[config.mk]
export PLATFORM = sky130hd
export DESIGN_NAME = psc_back
export DESIGN_NICKNAME = d
export VERILOG_FILES = /design/src/design/psc_pkg.sv /design/src/design/psc_back.sv
export SDC_FILE = /design/constraint.sdc
export NUM_CORES = 2
export LEC_CHECK = 0
export ABC_AREA = 0
export BUFFER_PORTS_ARGS = -buffer_cell sky130_fd_sc_hd__buf_4
export CAP_MARGIN = 20
export CORE_UTILIZATION = 25
export DETAILED_ROUTE_END_ITERATION = 7
export GPL_TIMING_DRIVEN = 0
export PLACE_DENSITY = 0.51
export REMOVE_ABC_BUFFERS = 1
export SYNTH_ARGS = -nofsm -noshare
export SYNTH_HDL_FRONTEND = slang
export SYNTH_SLANG_ARGS = --single-unit
[constraint.sdc]
create_clock -name clk_i -period 6.9 [get_ports clk_i]
set_input_delay 1.38 -clock clk_i [delete_from_list [all_inputs] [get_ports clk_i]]
set_output_delay 1.38 -clock clk_i [all_outputs]
set_load 0.01 [all_outputs]
[src/design/psc_pkg.sv]
// ----------------------------------------------------------------------------
// psc_pkg: shared definitions for the pressure sensor compensation block
// Widths, shift amounts, register map, the model select and the structs that
// travel between the configuration block and the two datapath halves.
// ----------------------------------------------------------------------------
package psc_pkg;

  // Field widths at the ports.
  localparam int RAW_W   = 24;
  localparam int CAL_W   = 16;
  localparam int TEMP_W  = 19;
  localparam int PRESS_W = 32;

  // Configuration port.
  localparam int APB_DW  = 32;
  localparam int PADDR_W = 5;

  // Internal widths, sized from the value ranges of the inputs and words.
  localparam int DELTA_W = RAW_W + 1;          // raw minus reference, signed
  localparam int PROD_W  = DELTA_W + CAL_W + 1; // delta times a 16-bit word
  localparam int DSQ_W   = 2 * RAW_W;          // delta squared, unsigned
  localparam int TEMP_SHIFT = 23;
  localparam int LO_W    = PROD_W - TEMP_SHIFT; // first-order temp minus 20 C
  localparam int SQ_W    = 35;                 // squares of the low terms
  localparam int CORR_T_W = 17;                // temperature correction
  localparam int OFF_W   = 41;                 // offset, signed
  localparam int SENS_W  = 40;                 // sensitivity, signed
  localparam int SENS_SPLIT = 20;              // sensitivity split for multiply
  localparam int PP_LO_W = SENS_SPLIT + RAW_W;
  localparam int PP_HI_W = SENS_W - SENS_SPLIT + RAW_W + 1;
  localparam int FULL_W  = 64;                 // sensitivity times pressure
  localparam int PRESS_DIV_SHIFT = 21;
  localparam int Q1_W    = FULL_W - PRESS_DIV_SHIFT;
  localparam int DIFF_W  = Q1_W + 1;
  localparam int PRESS_OUT_SHIFT = 15;

  // Shift amounts of the temperature correction terms.
  localparam int CORR_SHIFT_A = 33;  // first model, cold
  localparam int CORR_SHIFT_B = 37;  // first model, warm
  localparam int CORR_SHIFT_C = 31;  // second model, cold

  // Shift amounts of the first-order offset and sensitivity.
  localparam int OFF_SHL_FIRST   = 16;
  localparam int OFF_SHR_FIRST   = 7;
  localparam int OFF_SHL_SECOND  = 17;
  localparam int OFF_SHR_SECOND  = 6;
  localparam int SENS_SHL_FIRST  = 15;
  localparam int SENS_SHR_FIRST  = 8;
  localparam int SENS_SHL_SECOND = 16;
  localparam int SENS_SHR_SECOND = 7;

  // 20.00 C and the distance from 20.00 C down to -15.00 C.
  localparam logic signed [LO_W-1:0] TEMP_REF  = LO_W'(2000);
  localparam logic signed [LO_W-1:0] VL_OFFSET = LO_W'(3500);

  // Pipeline register stages, the output register included.
  localparam int LATENCY = 10;

  // Register map, word index into the configuration space.
  typedef enum logic [2:0] {
    REG_SENSOR_MODEL      = 3'd0,
    REG_SENS_GAIN         = 3'd1,
    REG_OFFSET_BASE       = 3'd2,
    REG_SENS_TEMP_COEFF   = 3'd3,
    REG_OFFSET_TEMP_COEFF = 3'd4,
    REG_REF_TEMPERATURE   = 3'd5,
    REG_TEMP_GAIN         = 3'd6
  } psc_reg_e;

  typedef enum logic {
    MODEL_FIRST  = 1'b0,
    MODEL_SECOND = 1'b1
  } psc_model_e;

  typedef struct packed {
    psc_model_e             sensor_model;
    logic [CAL_W-1:0]       sens_gain;
    logic [CAL_W-1:0]       offset_base;
    logic [CAL_W-1:0]       sens_temp_coeff;
    logic [CAL_W-1:0]       offset_temp_coeff;
    logic [CAL_W-1:0]       ref_temperature;
    logic [CAL_W-1:0]       temp_gain;
  } psc_cfg_t;

  // Hand-off from the temperature half to the pressure half.
  typedef struct packed {
    logic signed [TEMP_W-1:0] temp;
    logic [SQ_W-1:0]          losq;
    logic [SQ_W-1:0]          vlsq;
    logic                     low;   // below 20.00 C
    logic                     vlow;  // below -15.00 C
    logic signed [OFF_W-1:0]  off1;
    logic signed [SENS_W-1:0] sens1;
    logic [RAW_W-1:0]         rp;
  } psc_mid_t;

endpackage

[src/design/psc_back.sv]
// ----------------------------------------------------------------------------
// psc_back: pressure half of the compensation pipeline (stages 5 to 10)
// Applies the second-order offset and sensitivity corrections, multiplies by
// the raw pressure in two partial products and scales the result.
// ----------------------------------------------------------------------------
module psc_back (
  input  logic                              clk_i,
  input  logic                              en_i,
  input  psc_pkg::psc_model_e               model_i,
  input  psc_pkg::psc_mid_t                 mid_i,
  output logic signed [psc_pkg::TEMP_W-1:0] temperature_o,
  output logic signed [psc_pkg::PRESS_W-1:0] pressure_o
);
  import psc_pkg::*;

  // Stage 5 registers.
  logic [OFF_W-1:0]         offa_d, offa_q, offb_d, offb_q;
  logic [SENS_W-1:0]        sensa_d, sensa_q, sensb_d, sensb_q;
  logic signed [OFF_W-1:0]  off5_q;
  logic signed [SENS_W-1:0] sens5_q;
  logic signed [TEMP_W-1:0] temp5_q;
  logic [RAW_W-1:0]         rp5_q;
  logic [OFF_W-1:0]         l, v, l3, l61, v7, v15;
  logic [SENS_W-1:0]        ls, vs, l5;
  // Stage 6 registers.
  logic signed [OFF_W-1:0]  offset_d, offset6_q;
  logic signed [SENS_W-1:0] sens_d, sens6_q;
  logic signed [TEMP_W-1:0] temp6_q;
  logic [RAW_W-1:0]         rp6_q;
  // Stage 7 registers.
  logic [PP_LO_W-1:0]        pplo_d, pplo_q;
  logic signed [PP_HI_W-1:0] pphi_d, pphi_q;
  logic signed [OFF_W-1:0]   offset7_q;
  logic signed [TEMP_W-1:0]  temp7_q;
  // Stage 8 registers.
  logic signed [FULL_W-1:0]  prod_d, prod_q;
  logic signed [OFF_W-1:0]   offset8_q;
  logic signed [TEMP_W-1:0]  temp8_q;
  // Stage 9 registers.
  logic signed [FULL_W-1:0]  prod_bias;
  logic signed [Q1_W-1:0]    q1_d, q1_q;
  logic signed [OFF_W-1:0]   offset9_q;
  logic signed [TEMP_W-1:0]  temp9_q;
  // Stage 10 registers.
  logic signed [DIFF_W-1:0]  diff, diff_bias;
  logic signed [PRESS_W-1:0] press_d, press_q;
  logic signed [TEMP_W-1:0]  temp10_q;

  // Stage 5: scaled correction terms by shift and add, selected per model
  // and temperature range.
  always_comb begin
    l   = OFF_W'(mid_i.losq);
    v   = OFF_W'(mid_i.vlsq);
    ls  = SENS_W'(mid_i.losq);
    vs  = SENS_W'(mid_i.vlsq);
    l3  = l + (l << 1);
    l61 = (l << 6) - (l << 2) + l;
    v7  = (v << 3) - v;
    v15 = (v << 4) - v;
    l5  = ls + (ls << 2);
    offa_d  = '0;
    offb_d  = '0;
    sensa_d = '0;
    sensb_d = '0;
    unique case (model_i)
      MODEL_FIRST: begin
        if (mid_i.low) begin
          offa_d  = l3 >> 1;
          sensa_d = l5 >> 3;
          if (mid_i.vlow) begin
            offb_d  = v7;
            sensb_d = vs << 2;
          end
        end else begin
          offa_d = l >> 4;
        end
      end
      MODEL_SECOND: begin
        if (mid_i.low) begin
          offa_d  = l61 >> 4;
          sensa_d = ls << 1;
          if (mid_i.vlow) begin
            offb_d  = v15;
            sensb_d = vs << 3;
          end
        end
      end
    endcase
  end

  // Stage 6: corrected offset and sensitivity.
  always_comb begin
    offset_d = off5_q - $signed(offa_q) - $signed(offb_q);
    sens_d   = sens5_q - $signed(sensa_q) - $signed(sensb_q);
  end

  // Stage 7: sensitivity times raw pressure as two partial products.
  always_comb begin
    pplo_d = PP_LO_W'(sens6_q[SENS_SPLIT-1:0]) * PP_LO_W'(rp6_q);
    pphi_d = PP_HI_W'($signed(sens6_q[SENS_W-1:SENS_SPLIT]))
           * PP_HI_W'($signed({1'b0, rp6_q}));
  end

  // Stage 8: combine the partial products.
  assign prod_d = (FULL_W'(pphi_q) <<< SENS_SPLIT) + FULL_W'($signed({1'b0, pplo_q}));

  // Stage 9: divide by 2^21, rounding toward zero.
  always_comb begin
    prod_bias = prod_q + $signed({{(FULL_W-PRESS_DIV_SHIFT){1'b0}},
                                  {PRESS_DIV_SHIFT{prod_q[FULL_W-1]}}});
    q1_d      = prod_bias[FULL_W-1:PRESS_DIV_SHIFT];
  end

  // Stage 10: subtract the offset and divide by 2^15, rounding toward zero.
  // The magnitude stays below 2^29 for every input, so the 32-bit result
  // never reaches its saturation limits.
  always_comb begin
    diff      = DIFF_W'(q1_q) - DIFF_W'(offset9_q);
    diff_bias = diff + $signed({{(DIFF_W-PRESS_OUT_SHIFT){1'b0}},
                                {PRESS_OUT_SHIFT{diff[DIFF_W-1]}}});
    press_d   = PRESS_W'($signed(diff_bias[DIFF_W-1:PRESS_OUT_SHIFT]));
  end

  always_ff @(posedge clk_i) begin
    if (en_i) begin
      offa_q    <= offa_d;
      offb_q    <= offb_d;
      sensa_q   <= sensa_d;
      sensb_q   <= sensb_d;
      off5_q    <= mid_i.off1;
      sens5_q   <= mid_i.sens1;
      temp5_q   <= mid_i.temp;
      rp5_q     <= mid_i.rp;
      offset6_q <= offset_d;
      sens6_q   <= sens_d;
      temp6_q   <= temp5_q;
      rp6_q     <= rp5_q;
      pplo_q    <= pplo_d;
      pphi_q    <= pphi_d;
      offset7_q <= offset6_q;
      temp7_q   <= temp6_q;
      prod_q    <= prod_d;
      offset8_q <= offset7_q;
      temp8_q   <= temp7_q;
      q1_q      <= q1_d;
      offset9_q <= offset8_q;
      temp9_q   <= temp8_q;
      press_q   <= press_d;
      temp10_q  <= temp9_q;
    end
  end

  assign temperature_o = temp10_q;
  assign pressure_o    = press_q;

endmodule

### Yosys cells after proc, flatten, opt, wreduce, memory -nomap -nowiden

Index checks and enable logic that the tools add are counted.

| word-level totals | value |
|---|---|
| output and inout bits | 51 |
| bits of input ports | 199 |
| register bits | 833 |
| logic and storage cells | 57 |

| cells by class | value |
|---|---|
| bitwise logic cells | 1 |
| add/sub/neg operators | 14 |
| mux-type cells | 16 |
| multiply operators | 2 |

Operators with widths:

| cell | number |
|---|---|
| $mux W41 | 4 |
| $pmux W41 S2 | 2 |
| $pmux W40 S2 | 2 |
| $mux W37 | 3 |
| $sub A41 B41 Y41 | 2 |
| $sub A40 B40 Y40 | 2 |
| $mux W38 | 2 |
| $mux W36 | 2 |
| $add A64 B22 Y64 | 1 |
| $add A64 B45 Y64 | 1 |
| $add A44 B16 Y44 | 1 |
| $mul A20 B24 Y44 | 1 |
| $mul A20 B25 Y44 | 1 |
| $sub A43 B41 Y44 | 1 |
| $add A41 B35 Y41 | 1 |
| $sub A41 B37 Y41 | 1 |
| $mux W40 | 1 |
| $sub A39 B35 Y40 | 1 |
| $sub A38 B35 Y39 | 1 |
| $add A35 B37 Y38 | 1 |
| $add A35 B36 Y37 | 1 |
| $not A1 Y1 | 1 |

### Longest topological paths before layout

| logic depth | value |
|---|---|
| depth in word-level cells | 4 |
| mapped depth | 29 |
| depth with buffers taken out | 28 |

### Least setup slack after synthesis

Ideal clock, no wire load.

| timing | value |
|---|---|
| path kind | reg2reg |
| start | register sens6_q[2] |
| end | register pplo_q[43] (data pin) |
| library setup time | 261 ps |
| cell stages (with the launch flop) | 27 |
| path buffers | 1 |
| data required time | 6639 ps |
| path slack | -377 ps |
| data arrival time | 7016 ps |
| period minus slack after synthesis | 7277 ps |
| path through | edfxtp_1 clkbuf_1 and2_1 fa_1 fa_1 inv_1 fa_1 inv_1 fa_1 fa_1 fa_1 inv_1 fa_1 inv_1 ha_1 a2111oi_0 o21ai_0 o21a_1 a21oi_1 a21boi_1 a31oi_1 o21ai_1 a21o_1 or4_1 a31oi_1 o21ai_0 xnor2_1 |

| between the ends | value |
|---|---|
| cells in the longest elaborated chain, start to end | 1 |

RTL lines:

| what | RTL line | source |
|---|---|---|
| start: declaration | psc_back.sv:27 | `logic signed [SENS_W-1:0] sens_d, sens6_q;` |
| start signal: assignment | psc_back.sv:135 | `sens6_q <= sens_d;` |
| $mul A20 B24 Y44 | psc_back.sv:99 | `pplo_d = PP_LO_W'(sens6_q[SENS_SPLIT-1:0]) * PP_LO_W'(rp6_q);` |
| via pplo_d[43] | psc_back.sv:31 | `logic [PP_LO_W-1:0] pplo_d, pplo_q;` |
| end signal: assignment | psc_back.sv:138 | `pplo_q <= pplo_d;` |
| end: declaration | psc_back.sv:31 |  |

The timed path passes the listed nets, and every way through them passes these cells.
A chain may end at the register's enable or synchronous reset.

### Worst setup path after layout

| timing | value |
|---|---|
| start | register rp6_q[11] |
| end | register pphi_q[42] (data pin) |

| between the ends | value |
|---|---|
| cells in the longest elaborated chain, start to end | 1 |

RTL lines:

| what | RTL line | source |
|---|---|---|
| start: declaration | psc_back.sv:29 | `logic [RAW_W-1:0] rp6_q;` |
| start signal: assignment | psc_back.sv:137 | `rp6_q <= rp5_q;` |
| $mul A20 B25 Y44 | psc_back.sv:101 | `* PP_HI_W'($signed({1'b0, rp6_q}));` |
| via pphi_d[42] | psc_back.sv:32 | `logic signed [PP_HI_W-1:0] pphi_d, pphi_q;` |
| end signal: assignment | psc_back.sv:139 | `pphi_q <= pphi_d;` |
| end: declaration | psc_back.sv:32 |  |

The timed path passes the listed nets, and every way through them passes these cells.

==> metrics.txt <==
Post-synth EDFFs=820; Slew Viols, Final=0; die area=approximately 0.32 mm^2; fin cells=12360; FF-to-FF path depth=27; crit end category=register; PortBufs=~250; Placed Cells=between 10000 and 15000; worst skew pair latency=0.88 ns; largest net degree at the start of global routing=120; core area=0.3157 mm^2; first-pass GRT wire length=350500 um; Hold Slack=0.3682 ns; vias=approximately 56000; CP max stage delay=around 0.55 ns; Yosys reg bits=820; crit path max-delay cell type=fa_1; Antenna Nets Post-Route=0; DRC=0; # setup viols final=20; cts bufs inserted=106; predominant post-synthesis flop cell=edfxtp_1; initial DRC count=just over 3000; FP Rows=206; dpl hpwl=approximately 170000 um; Mapped Area=0.07949 mm^2; clock net sink count=820; vias in the first global route=59160; Gate Count Post-Synth=a little under 8000; DR vias/cell=4.511; tightest slew margin relative to the limit=24.42%; sequential area share after synthesis=30.98%; CP max FO=8; Hold Violations, Final=0; Initial Utilization=25.18%; RR Endpoint=pphi_q[42]; CP required=7.50 ns; FMAX=134.8 MHz; Die W=~570 um; final net count=approximately 9900; clock slew at reported path FFs=0.06 ns; I/O pins=250; Die H=565.9 um; failing checks=setup timing; Fill cells=32480; Synth cell types=100; share of cells above drive strength 1=11.66%; post-layout minimum cycle time=between 7 and 8 ns; # Max-Cap Violations=0; hold crit path type=reg2reg; part of the cycle the worst path needs=107.5%; CTS Buffer Depth=4; DR WL/cell=between 15 and 20 um; startpoint types=register; asr flop ratio synth=0%; area grow syn2layout=18.58%; worst r2r src=rp6_q[11]; outcome=finished, violations left; CTS tree=done; GRT Overall Usage=14.10%; setup slack, reg-to-reg=-0.52 ns; RSZ-0062 raised after global routing=true; Mean Syn Cell Area=slightly above 10 um^2; CP dominant cell by count=fa_1; final core occ=between 20% and 30%; Critical path origin=rp6_q[11]; DRT Pass-1 Iters=7; crit path to=pphi_q[42]; CP Data Arrival Time=8.02 ns; CTS root buf=clkbuf_16; initial antenna violation count=23; post-route setup TNS=-6.346 ns; total number of yosys warnings=0; Crit Path Class=reg2reg; Placer Congestion=0.8465; gr ovfl total=0; H-tree levels=3; setup ws final=-0.5161 ns; Setup Skew=between 0.1 and 0.15 ns; WL final=227900 um; Worst-Margin Slew=between 1 and 1.5 ns
-- critical path, delay by kind of cell, from the launching register on --
| kind | cells | cell delay, ns |
|---|---|---|
| AOI/OAI and AO/OA | 7 | 1.86 |
| DFF | 1 | 0.41 |
| adders and majority gates | 8 | 3.70 |
| and+or+nand+nor | 3 | 0.37 |
| buffers and inverters | 8 | 0.75 |
| xor gates and xnor gates | 1 | 0.10 |
-- sequential cells by signal (all words and copies together), names as in the netlist, 43 cells and up --
register,flops
pphi_q,44
pplo_q,44
prod_q,64
q1_q,43
-- how the worst min path moves through the flow --
stage,from,cells past startpoint,endpoint,slack [ns]
4_1_cts,temp6_q[16],0,temp7_q[16],0.36
5_1_grt,temp6_q[9],0,temp7_q[9],0.36
2_1_floorplan,offset6_q[0],0,offset7_q[0],0.40
3_5_place_dp,offset7_q[32],0,offset8_q[32],0.40
3_3_place_gp,temp8_q[4],0,temp9_q[4],0.40
6_report,temp6_q[16],0,temp7_q[16],0.37
-- through the flow --
step                      cell area (um^2)  setup WS, ns
after CTS                            93390       -0.6408
final                                94260       -0.5161
after floorplan                      78530       -0.5976
after global placement               85600        -3.081
after global routing                 94250       -0.7824
after detailed placement             87180        -2.106
-- cells by family (layout without fill, tap and decap cells) --
family	after synthesis	in the layout	share of synthesized area [%]
AOI/OAI and AO/OA	1206	1206	9.842
buffers and inverters	1525	2021	7.242
and+or+nand+nor	2046	2046	12.80
DFF	820	820	30.98
adders and majority gates	1585	1585	33.35
xor gates and xnor gates	454	454	5.011
muxes	61	61	0.7728
other	0	7	0
-- synthesized netlist by cell type (184+ instances only) --
cell	n	share of area (%)
o21ai_0	212	1.3
edfxtp_1	820	31
inv_1	1276	6.0
fa_1	890	22
and2_1	514	4.0
nor2_1	329	1.6
clkbuf_1	223	1.1
a21oi_1	371	2.3
xnor2_1	286	3.2
ha_1	695	11
a21o_1	184	1.7
nand2_1	706	3.3
-- cell usage in the layout, fill, tap and decap left out, drive strengths merged, types with 62 or more instances in the layout --
master and n:
inv 1287, fa 890, edfxtp 820, nand2 706
ha 695, buf 542, and2 514, a21oi 376
nor2 329, xnor2 287, o21ai 228, a21o 184
xor2 167, clkbuf 128, nand3 92, nand2b 77
nor3 72, o21a 62
-- layout make-up --
class                      instances  area [um^2]  area share [%]
antenna                            7        17.52         0.01858
clock buffer                     118         2740           2.907
clock inverter                    74        779.5          0.8269
inverter                        1277         4798           5.090
multi-input combinational       5352        50120           53.17
sequential                       820        24620           26.12
tap                             4160         5205           5.522
timing repair buffer             552         5983           6.347
-- metal layers --
layer	track usage (%)	vias to the layer above	wire, um
met1	18.52	27920	102700
met3	1.713	296	9845
met5	0	-	47
li1	-	26290	-
met4	3.381	8	5628
met2	24.50	1249	109700
-- timing repair --
| item | CTS | global route |
|---|---|---|
| setup buffers | 170 | 69 |
| gates resized for setup | 188 | 82 |
| endpoints found under the hold margin | 0 | 0 |
| pin swaps | 126 | 77 |
| endpoints found under the setup margin | 47 | 41 |
| hold buffers | 0 | 0 |
| gates cloned | 4 | 4 |
Power is left out: the tool's default activity adds up to more than one toggle a clock period on the data nets, which glitch-free logic cannot reach.
