## src/design/psc_pkg.sv

```systemverilog
// ----------------------------------------------------------------------------
// psc_pkg: shared definitions for the pressure sensor compensation block
// Widths, shift amounts, register map, the model select and the structs that
// travel between the configuration block and the two datapath halves.
// ----------------------------------------------------------------------------
package psc_pkg;

  // Field widths at the ports.
  localparam int RAW_W   = 24;
  localparam int CAL_W   = 16;
  localparam int TEMP_W  = 19;
  localparam int PRESS_W = 32;

  // Configuration port.
  localparam int APB_DW  = 32;
  localparam int PADDR_W = 5;

  // Internal widths, sized from the value ranges of the inputs and words.
  localparam int DELTA_W = RAW_W + 1;          // raw minus reference, signed
  localparam int PROD_W  = DELTA_W + CAL_W + 1; // delta times a 16-bit word
  localparam int DSQ_W   = 2 * RAW_W;          // delta squared, unsigned
  localparam int TEMP_SHIFT = 23;
  localparam int LO_W    = PROD_W - TEMP_SHIFT; // first-order temp minus 20 C
  localparam int SQ_W    = 35;                 // squares of the low terms
  localparam int CORR_T_W = 17;                // temperature correction
  localparam int OFF_W   = 41;                 // offset, signed
  localparam int SENS_W  = 40;                 // sensitivity, signed
  localparam int SENS_SPLIT = 20;              // sensitivity split for multiply
  localparam int PP_LO_W = SENS_SPLIT + RAW_W;
  localparam int PP_HI_W = SENS_W - SENS_SPLIT + RAW_W + 1;
  localparam int FULL_W  = 64;                 // sensitivity times pressure
  localparam int PRESS_DIV_SHIFT = 21;
  localparam int Q1_W    = FULL_W - PRESS_DIV_SHIFT;
  localparam int DIFF_W  = Q1_W + 1;
  localparam int PRESS_OUT_SHIFT = 15;

  // Shift amounts of the temperature correction terms.
  localparam int CORR_SHIFT_A = 33;  // first model, cold
  localparam int CORR_SHIFT_B = 37;  // first model, warm
  localparam int CORR_SHIFT_C = 31;  // second model, cold

  // Shift amounts of the first-order offset and sensitivity.
  localparam int OFF_SHL_FIRST   = 16;
  localparam int OFF_SHR_FIRST   = 7;
  localparam int OFF_SHL_SECOND  = 17;
  localparam int OFF_SHR_SECOND  = 6;
  localparam int SENS_SHL_FIRST  = 15;
  localparam int SENS_SHR_FIRST  = 8;
  localparam int SENS_SHL_SECOND = 16;
  localparam int SENS_SHR_SECOND = 7;

  // 20.00 C and the distance from 20.00 C down to -15.00 C.
  localparam logic signed [LO_W-1:0] TEMP_REF  = LO_W'(2000);
  localparam logic signed [LO_W-1:0] VL_OFFSET = LO_W'(3500);

  // Pipeline register stages, the output register included.
  localparam int LATENCY = 10;

  // Register map, word index into the configuration space.
  typedef enum logic [2:0] {
    REG_SENSOR_MODEL      = 3'd0,
    REG_SENS_GAIN         = 3'd1,
    REG_OFFSET_BASE       = 3'd2,
    REG_SENS_TEMP_COEFF   = 3'd3,
    REG_OFFSET_TEMP_COEFF = 3'd4,
    REG_REF_TEMPERATURE   = 3'd5,
    REG_TEMP_GAIN         = 3'd6
  } psc_reg_e;

  typedef enum logic {
    MODEL_FIRST  = 1'b0,
    MODEL_SECOND = 1'b1
  } psc_model_e;

  typedef struct packed {
    psc_model_e             sensor_model;
    logic [CAL_W-1:0]       sens_gain;
    logic [CAL_W-1:0]       offset_base;
    logic [CAL_W-1:0]       sens_temp_coeff;
    logic [CAL_W-1:0]       offset_temp_coeff;
    logic [CAL_W-1:0]       ref_temperature;
    logic [CAL_W-1:0]       temp_gain;
  } psc_cfg_t;

  // Hand-off from the temperature half to the pressure half.
  typedef struct packed {
    logic signed [TEMP_W-1:0] temp;
    logic [SQ_W-1:0]          losq;
    logic [SQ_W-1:0]          vlsq;
    logic                     low;   // below 20.00 C
    logic                     vlow;  // below -15.00 C
    logic signed [OFF_W-1:0]  off1;
    logic signed [SENS_W-1:0] sens1;
    logic [RAW_W-1:0]         rp;
  } psc_mid_t;

endpackage

```

## src/design/psc_cfg_regs.sv

```systemverilog
// ----------------------------------------------------------------------------
// psc_cfg_regs: configuration registers on an APB-style port
// Holds the model select and the six calibration words; reads return them.
// ----------------------------------------------------------------------------
module psc_cfg_regs (
  input  logic                         clk_i,
  input  logic                         rst_ni,
  input  logic                         psel,
  input  logic                         penable,
  input  logic                         pwrite,
  input  logic [psc_pkg::PADDR_W-1:0]  paddr,
  input  logic [psc_pkg::APB_DW-1:0]   pwdata,
  output logic [psc_pkg::APB_DW-1:0]   prdata,
  output logic                         pready,
  output psc_pkg::psc_cfg_t            cfg_o
);
  import psc_pkg::*;

  psc_cfg_t cfg_d, cfg_q;
  psc_reg_e reg_idx;
  logic     wr_en;

  assign pready  = 1'b1;
  assign wr_en   = psel & penable & pwrite;
  assign reg_idx = psc_reg_e'(paddr[PADDR_W-1:2]);

  // Write decode; an address past the last register is ignored.
  always_comb begin
    cfg_d = cfg_q;
    if (wr_en) begin
      unique case (reg_idx)
        REG_SENSOR_MODEL:      cfg_d.sensor_model      = psc_model_e'(pwdata[0]);
        REG_SENS_GAIN:         cfg_d.sens_gain         = pwdata[CAL_W-1:0];
        REG_OFFSET_BASE:       cfg_d.offset_base       = pwdata[CAL_W-1:0];
        REG_SENS_TEMP_COEFF:   cfg_d.sens_temp_coeff   = pwdata[CAL_W-1:0];
        REG_OFFSET_TEMP_COEFF: cfg_d.offset_temp_coeff = pwdata[CAL_W-1:0];
        REG_REF_TEMPERATURE:   cfg_d.ref_temperature   = pwdata[CAL_W-1:0];
        REG_TEMP_GAIN:         cfg_d.temp_gain         = pwdata[CAL_W-1:0];
        default: ;
      endcase
    end
  end

  always_ff @(posedge clk_i or negedge rst_ni) begin
    if (!rst_ni) begin
      cfg_q <= '{MODEL_FIRST, '0, '0, '0, '0, '0, '0};
    end else begin
      cfg_q <= cfg_d;
    end
  end

  // Read mux.
  always_comb begin
    prdata = '0;
    unique case (reg_idx)
      REG_SENSOR_MODEL:      prdata = APB_DW'(cfg_q.sensor_model);
      REG_SENS_GAIN:         prdata = APB_DW'(cfg_q.sens_gain);
      REG_OFFSET_BASE:       prdata = APB_DW'(cfg_q.offset_base);
      REG_SENS_TEMP_COEFF:   prdata = APB_DW'(cfg_q.sens_temp_coeff);
      REG_OFFSET_TEMP_COEFF: prdata = APB_DW'(cfg_q.offset_temp_coeff);
      REG_REF_TEMPERATURE:   prdata = APB_DW'(cfg_q.ref_temperature);
      REG_TEMP_GAIN:         prdata = APB_DW'(cfg_q.temp_gain);
      default:               prdata = '0;
    endcase
  end

  assign cfg_o = cfg_q;

endmodule

```

## config.mk

```make
export PLATFORM = sky130hd
export DESIGN_NAME = psc_cfg_regs
export DESIGN_NICKNAME = d
export VERILOG_FILES = /design/src/design/psc_pkg.sv /design/src/design/psc_cfg_regs.sv
export SDC_FILE = /design/constraint.sdc
export NUM_CORES = 1
export LEC_CHECK = 0
export ABC_CLOCK_PERIOD_IN_PS = 3300
export BUFFER_PORTS_ARGS = -buffer_cell sky130_fd_sc_hd__buf_2
export CAP_MARGIN = 20
export CORE_UTILIZATION = 49
export CTS_CLUSTER_SIZE = 24
export DETAILED_ROUTE_END_ITERATION = 6
export HOLD_SLACK_MARGIN = 0.05
export MAX_ROUTING_LAYER = met4
export PLACE_DENSITY = 0.79
export REMOVE_ABC_BUFFERS = 1
export SLEW_MARGIN = 30
export SYNTH_ARGS = -nofsm -noshare
export SYNTH_HDL_FRONTEND = slang
export SYNTH_SLANG_ARGS = --single-unit
```

## constraint.sdc

```tcl
create_clock -name clk_i -period 3.3 [get_ports clk_i]
set_input_delay 0.165 -clock clk_i [delete_from_list [all_inputs] [get_ports clk_i]]
set_output_delay 0.165 -clock clk_i [all_outputs]
set_load 0.05 [all_outputs]
```

# Word level (Yosys, flattened, before mapping)
# Cells that the tools add are included.
[word_totals]
register_bits = 97
inputBits = 42
output_inout_bits = 130
elab_cells = 24
[op_classes]
n_eq_ne = 6
muxes = 1
bitwise_logic = 2
reduce_logical = 8
[ops]
columns = ["operator", "count"]
rows = [
  ["case mux 16 bit (7 select lines)", 1],
  ["AND reduction 2 bit", 7],
  ["== test 3 bit (second input constant)", 3],
  ["== test 3 x 2 -> 1 bit (second input constant)", 2],
  ["== test 3 x 1 -> 1 bit (second input constant)", 1],
  ["logical NOT 3 bit", 1],
  ["bitwise AND 1 bit", 2],
]

# Longest topological paths before layout
# Gate-level depths: netlist of run 1.
[logic_depth]
depth_word = 3
ltp_mapped = 6
mapped_depth_nobuf = 3

# Worst setup path before layout of run 1
# No wires, ideal clock.
[synth_timing]
path_type = "register to output"
start = "reg cfg_q (netlist bit cfg_o[29])"
end = "out prdata[13] (netlist bit)"
arrival_ps = 1912
t_required_ps = 3135
slack_ps = 1223
stages_incl_launch_ff = 4
path_buffers = 0
path_cell_list = "dfrtp_1 > mux2i_1 > or2_2 > a31oi_1"
[synth_via]
elab_chain_len = 1
[synth_lines]
columns = ["element", "line", "rtl"]
rows = [
  ["start, declared", "psc_cfg_regs.sv:19", "psc_cfg_t cfg_d, cfg_q;"],
  ["start signal, assigned", "psc_cfg_regs.sv:46", "cfg_q <= '{MODEL_FIRST, '0, '0, '0, '0, '0, '0};"],
  ["start signal, assigned", "psc_cfg_regs.sv:48", "cfg_q <= cfg_d;"],
  ["case mux 16 bit (7 select lines)", "psc_cfg_regs.sv:55", "unique case (reg_idx)"],
  ["end, declared", "psc_cfg_regs.sv:13", "output logic [psc_pkg::APB_DW-1:0] prdata,"],
]
# No other way between the ends.

# Worst setup path in the final report of run 1
[layout_timing]
start = "in paddr[4] (netlist bit)"
end = "out prdata[2] (netlist bit)"
[layout_via]
elab_chain_len = 2
[layout_lines]
columns = ["element", "line", "rtl"]
rows = [
  ["start, declared", "psc_cfg_regs.sv:11", "input logic [psc_pkg::PADDR_W-1:0] paddr,"],
  ["== test 3 bit, or another cell as far along", "psc_cfg_regs.sv:55", ""],
  ["case mux 16 bit (7 select lines) (*)", "psc_cfg_regs.sv:55", ""],
]
# Mark *: on every way between the ends. The rest lies on a longest branch, timed or not.

==> flow_summary.yaml, run 1 <==
status:
  status: "completed"
finish:
  largest_reg_flops: 97
  num-fill-cells: 754
  syn_to_final_growth_pct: 20.9
  drive_gt1_share_pct: 60.9
  seq_area_mm2: 0.00243
  fin_nets: 519
  fin_util_pct: 61.2
  multi_input_area_mm2: 0.00206
  diodes: 0
yosys:
  synth_area_mm2: 0.00468
  synth_edf_count: 0
  synth_top_family_by_area: "multiplexers"
  synthSimpleGateAreaFrac_pct: 5.70
  synth_cell_types: 29
  synth_top_flop_cell: "dfrtp_1"
  yosysTopAreaCell: "dfrtp_1"
  syn_area_per_cell_um2: 13.6
  synth_top_area_share_pct: 51.9
  synth_fa_ha_area_share_pct: 0
  synthArstFlopShare_pct: 100
  synth-seq-cells: 97
  synth-seq-area-share_pct: 51.9
  synthTopCellsByCount: "102 x mux2_2, 97 x dfrtp_1, 21 x buf_4, 20 x mux2i_1, 15 x nand2_1"
  syn-instance-count: 343
  synthXorXnorAreaFrac_pct: 0
  synth.most_common_cell: "mux2_2"
  synth_warnings: 0
  synth_area_leaders: "dfrtp_1 52%, mux2_2 25%, mux2i_1 4.3%"
  synth_mux_area_share_pct: 32.5
  synth-compound-area-share_pct: 4.52
detailed_routing:
  dr_total_vias: 3329
  viasPerCell: 5.46
  finalWirelength_mm: 11.5
  post_drt_wl_per_cell_um: 18.8
  postRouteAntennaNets: 0
  drtIter0Drc: 124
  drc: 0
  dr.pass1.iters: 4
power:
  power.leakage_nw: 2.89
  power.density_mw_per_mm2: 747
  peakVddDrop_v: 0.000436
  p_total_w: 0.00422
worst_setup_path:
  path_class: "input pin to primary output"
  cp_cell_sequence: "buf_2 -> nor2b_1 -> nand2_1 -> a31oi_1 -> buf_2"
  critPathBufInv: 2
  arrival_ps: 2030
  cp_data_required_time_ps: 3130
  worstSetupEndpointType: "primary output"
  critPathTopFamily: "buffers and inverters"
  r2r_slack_ps: 2500
  crit_fanout: 35
  r2r-end: "cfg_o[51]$_DFFE_PN0P_"
  cpMostUsedCell: "buf_2"
  cp_slowest_stage_delay_ps: 660
  cpMaxStageDelayCell: "nor2b_1"
  cp-start-kind: "input pin"
  ff2ff_path_depth: 1
  r2r-start: "cfg_o[51]$_DFFE_PN0P_"
timing:
  rsz0062_at_grt: "false"
  worst_pin_slew_ps: 771
  relSlewSlack_pct: 48.5
  skew_ps: 0
  finalSetupViolCount: 0
  fin_crit_sh_pct: 66.6
  finalMaxSlewViolations: 0
  fin_crit_ps: 2200
  hold_viol: 0
  final.setup.tns_ps: 0
  fmax_ghz: 0.455
hold_path:
  hp-start: "pwdata[2]"
  min-delay-path-class: "input pin to flop"
  min_path_cells: 2
  hold_path_end: "cfg_o[2]$_DFFE_PN0P_"
grt:
  grt_pass1_vias: 3296
  antenna_found_initial: 0
  grt.total_usage_pct: 24.8
  grt_max_degree: 74
  grt_overflow_total: 0
  grt_pass1_wl_mm: 17.9
place:
  post-dp-hpwl_mm: 7.71
  routabilityCongestion: 0.762
  portBuffers: 136
run:
  maxCapViolCount: 0
floorplanning:
  core_area_mm2: 0.00924
  chipHeight_um: 99.7
  ios: 172
  initial_core_util_pct: 50.6
  row_count: 35
  dieArea_mm2: 0.00994
  die_w_um: 99.7
cts:
  numCtsBuffers: 9
  post-cts-setup-buffers: 0
  root_buffer: "clkbuf_8"
  cts.sinks: 97
  clk_path_buf_depth: 2
  htreeDepth: 3
  clkLatencyLatePin_ps: 370
  path_clk_slew_ps: 90
  cts_tree: "built"
[per-layer routing]
metal | track usage [%] | vias to the layer above | wire length, um | part of all wire, %
li1 | - | 1481 | - | -
met1 | 32.7 | 1685 | 5070 | 44
met2 | 38.5 | 152 | 5530 | 48
met3 | 4.92 | 11 | 718 | 6.3
met4 | 8.60 | 0 | 136 | 1.2
met5 | - | - | 0 | 0
[final cells by class]
class | instances | area share [%]
multi-input combinational | 222 | 36.5
sequential | 97 | 42.9
timing repair buffer | 147 | 13.7
clock inverter | 4 | 1.35
clock buffer | 11 | 2.68
tap | 129 | 2.86
[cell families (layout without fill, tap and decap cells)]
group	Yosys count	after routing
flops	97	97
other cells	2	17
compound gates	28	28
buf+inv	39	162
simple gates	44	44
mux	133	133
[through the flow]
stage                     cells  hold slack [ps]  instance area, um2  setup slack [ps]
after global placement      594              340                5410              1030
final                       610             94.5                5650              1100
after detailed placement    594              357                5410              1020
after floorplan             319             -131                4490              1220
after CTS                   610             76.1                5650              1070
after global routing        610             84.9                5650               988
[worst max-delay path by stage]
stage	cells after the start	slack, ps	start	endpoint
6_report	5	1100	paddr[4]	prdata[2]
5_1_grt	5	990	paddr[4]	prdata[1]
4_1_cts	5	1070	paddr[4]	prdata[2]
3_5_place_dp	5	1020	paddr[4]	cfg_o[51]$_DFFE_PN0P_
3_3_place_gp	5	1030	paddr[4]	cfg_o[55]$_DFFE_PN0P_
2_1_floorplan	3	1220	cfg_o[26]$_DFFE_PN0P_	prdata[10]
[layout by cell type (no fill, tap or decap)]
cell | netlist | layout
a221oi_1 | 10 | 10
a22oi_1 | 1 | 1
a31oi_1 | 11 | 11
and2b_1 | 1 | 1
and4b_1 | 1 | 1
buf_2 | 7 | 135
buf_4 | 21 | 10
buf_6 | 1 | 1
bufinv_16 | 0 | 2
clkbuf_8 | 0 | 11
clkinv_4 | 0 | 1
clkinvlp_4 | 0 | 1
conb_1 | 2 | 17
dfrtp_1 | 97 | 97
dlygate4sd3_1 | 0 | 1
mux2_2 | 102 | 102
mux2_4 | 10 | 10
mux2i_1 | 20 | 20
mux4_2 | 1 | 1
nand2_1 | 15 | 15
nand2b_1 | 3 | 3
nand3b_1 | 1 | 1
nand4_2 | 1 | 1
nand4b_4 | 1 | 1
nor2_2 | 5 | 5
nor2b_1 | 3 | 3
nor3_1 | 1 | 1
o211ai_1 | 1 | 1
o21ai_0 | 1 | 1
o221ai_1 | 4 | 4
or2_2 | 11 | 11
or3_2 | 0 | 1
[where the power goes]
group / internal [W] / switching, W
clock network: 0.000466 / 0.000411
logic: 0.000468 / 0.00128
registers: 0.00142 / 0.000175
[what timing repair did]
action,CTS,global route
gates resized for setup,0,0
hold endpoints to repair,71,0
hold buffers,1,0
Power figures use the tool's default switching activity.
==> run 2, diff against run 1 <==
- ABC_AREA: default -> 1
- ABC_CLOCK_PERIOD_IN_PS: 3300 -> 2200
- PLACE_DENSITY: 0.79 -> 0.78
- clock period: 3.3 -> 2.2 ns (I/O delays scaled with it)
==> flow_summary.yaml, run 2 <==
cts:
  clk_path_buf_depth: 2
  clkLatencyLatePin_ps: 370
  htreeDepth: 3
  post-cts-setup-buffers: 0
  cts.sinks: 97
  path_clk_slew_ps: 90
  numCtsBuffers: 9
  cts.repair.resized: 0
  cts_tree: "built"
  root_buffer: "clkbuf_8"
worst_setup_path:
  r2r-start: "cfg_o[27]$_DFFE_PN0P_"
  cp-start-kind: "input pin"
  worstSetupStartpoint: "paddr[3]"
  ff2ff_path_depth: 2
  crit_fanout: 17
  worstSetupEndpointType: "primary output"
  r2r_slack_ps: 1470
  crit_end: "prdata[13]"
  r2r-end: "cfg_o[27]$_DFFE_PN0P_"
  cp_data_required_time_ps: 2090
  path_class: "input pin to primary output"
  arrival_ps: 1500
finish:
  syn_to_final_growth_pct: 20.0
  final_common_cell: "nand2_1"
  drive_gt1_share_pct: 23.1
  diodes: 0
  num-fill-cells: 934
  largest_reg_flops: 97
  stdcell_count: 917
  fin_nets: 821
  mostFrequentLayoutCells: "227 x nand2_1, 135 x buf_2, 97 x dfrtp_1"
place:
  routabilityCongestion: 0.845
  portBuffers: 136
  post-dp-hpwl_mm: 9.44
  dp.cells: 884
grt:
  grt_max_degree: 52
  grt.total_usage_pct: 30.3
  grt_pass1_wl_mm: 24.7
  antenna_found_initial: 0
  grt_overflow_total: 0
  grt_pass1_vias: 4766
power:
  seq_power_share_pct: 39.1
  p_int_w: 0.00316
  pwr-share-clk_pct: 19.8
  power.density_mw_per_mm2: 1000
  comb_power_share_pct: 41.2
  power.leakage_nw: 3.50
  power_switching_w: 0.00294
  p_total_w: 0.00610
  peakVddDrop_v: 0.000583
  swShare_pct: 48.2
yosys:
  synth-seq-area-share_pct: 47.8
  synth_warnings: 0
  synth_area_leaders: "dfrtp_1 48%, nand2_1 17%, o21ai_0 6.8%"
  synth_area_mm2: 0.00508
  synth-seq-cells: 97
  syn_area_per_cell_um2: 7.81
  synth_top_area_share_pct: 47.8
  synth_edf_count: 0
  yosysTopAreaCell: "dfrtp_1"
  synth_cell_types: 21
  syn-instance-count: 651
  synth_top_flop_cell: "dfrtp_1"
  synthTopCellsByCount: "227 x nand2_1, 97 x dfrtp_1, 69 x o21ai_0, 49 x nand4_1, 48 x nand3_1"
  synthArstFlopShare_pct: 100
  synth.most_common_cell: "nand2_1"
timing:
  finalMaxSlewViolations: 0
  worst_pin_slew_ps: 655
  fin_crit_ps: 1610
  final.setup.tns_ps: 0
  relSlewSlack_pct: 56.3
  hold_viol: 0
  fmax_ghz: 0.619
  skew_ps: 0
  fin_crit_sh_pct: 73.4
  rsz0062_at_grt: "false"
  finalSetupViolCount: 0
floorplanning:
  ios: 172
  core_area_mm2: 0.00991
  dieArea_mm2: 0.0108
  initial_core_util_pct: 51.3
  chipHeight_um: 104
  die_w_um: 104
  row_count: 36
detailed_routing:
  viasPerCell: 5.51
  postRouteAntennaNets: 0
  drtIter0Drc: 366
  dr_total_vias: 5049
  dr.pass1.iters: 5
  drc: 0
  finalWirelength_mm: 15.6
  post_drt_wl_per_cell_um: 17.0
status:
  status: "completed"
hold_path:
  min-delay-path-class: "input pin to flop"
run:
  maxCapViolCount: 0
-- run 2: layer usage --
| layer | track usage, % | routed length, um | vias to the layer above |
|---|---|---|---|
| met5 | - | 0 | - |
| met3 | 5.35 | 1650 | 25 |
| li1 | - | - | 2367 |
| met1 | 39.5 | 6270 | 2343 |
| met4 | 13.4 | 312 | 0 |
| met2 | 46.3 | 7370 | 314 |
-- run 2: final cells by class --
| type | count | area [um2] | area share (%) |
|---|---|---|---|
| clock buffer | 10 | 138 | 2.26 |
| timing repair buffer | 164 | 948 | 15.5 |
| clock inverter | 6 | 66.3 | 1.09 |
| multi-input combinational | 470 | 2210 | 36.2 |
| inverter | 37 | 146 | 2.40 |
| tap | 133 | 166 | 2.73 |
| sequential | 97 | 2430 | 39.8 |
-- run 2: worst min path at each step --
stage	from	end	cells after the start
floorplan	rst_ni	cfg_o[0]$_DFFE_PN0P_	0
global placement	rst_ni	cfg_o[92]$_DFFE_PN0P_	1
detailed placement	rst_ni	cfg_o[76]$_DFFE_PN0P_	1
CTS	pwrite	cfg_o[96]$_DFFE_PN0P_	5
global route	penable	cfg_o[96]$_DFFE_PN0P_	5
finish	pwrite	cfg_o[96]$_DFFE_PN0P_	5
-- run 2: stage by stage --
step                hold slack, ps  cell area, um2  setup WS (ps)  util [%]
global placement               174            5730            486      57.8
CTS                            200            6100            606      61.6
floorplan                     -186            4780            778         -
detailed placement             179            5730            435      57.8
finish                         204            6100            586      61.6
global route                   242            6100            499      61.6
-- run 2: kinds of logic (layout without fill, tap and decap cells) --
group | after synthesis | after routing | share of synthesized area, %
other | 2 | 17 | 0.148
DFF | 97 | 97 | 47.8
and+or+nand+nor | 356 | 356 | 32.6
AOI/OAI and AO/OA | 97 | 97 | 9.55
buffers and inverters | 99 | 217 | 9.90
-- run 2: critical path, cell delays in order --
cell	delay, ps
buf_2	250
inv_4	180
nor2_8	350
nand3_1	130
nand2_1	90
inv_1	40
nand2_1	70
buf_2	270
-- run 2: power groups by stage --
stage	clock, W	combinational, W	sequential, W
4_1_cts	0.00122	0.00252	0.00237
6_report	0.00121	0.00251	0.00238
3_3_place_gp	0	0.00245	0.00239
2_1_floorplan	0	0.000644	0.00354
5_1_grt	0.00129	0.00264	0.00242
3_5_place_dp	0	0.00249	0.00241
-- run 2: what timing repair did --
action,CTS,global route
setup endpoints to repair,0,0
hold endpoints to repair,133,0
hold buffers,17,0
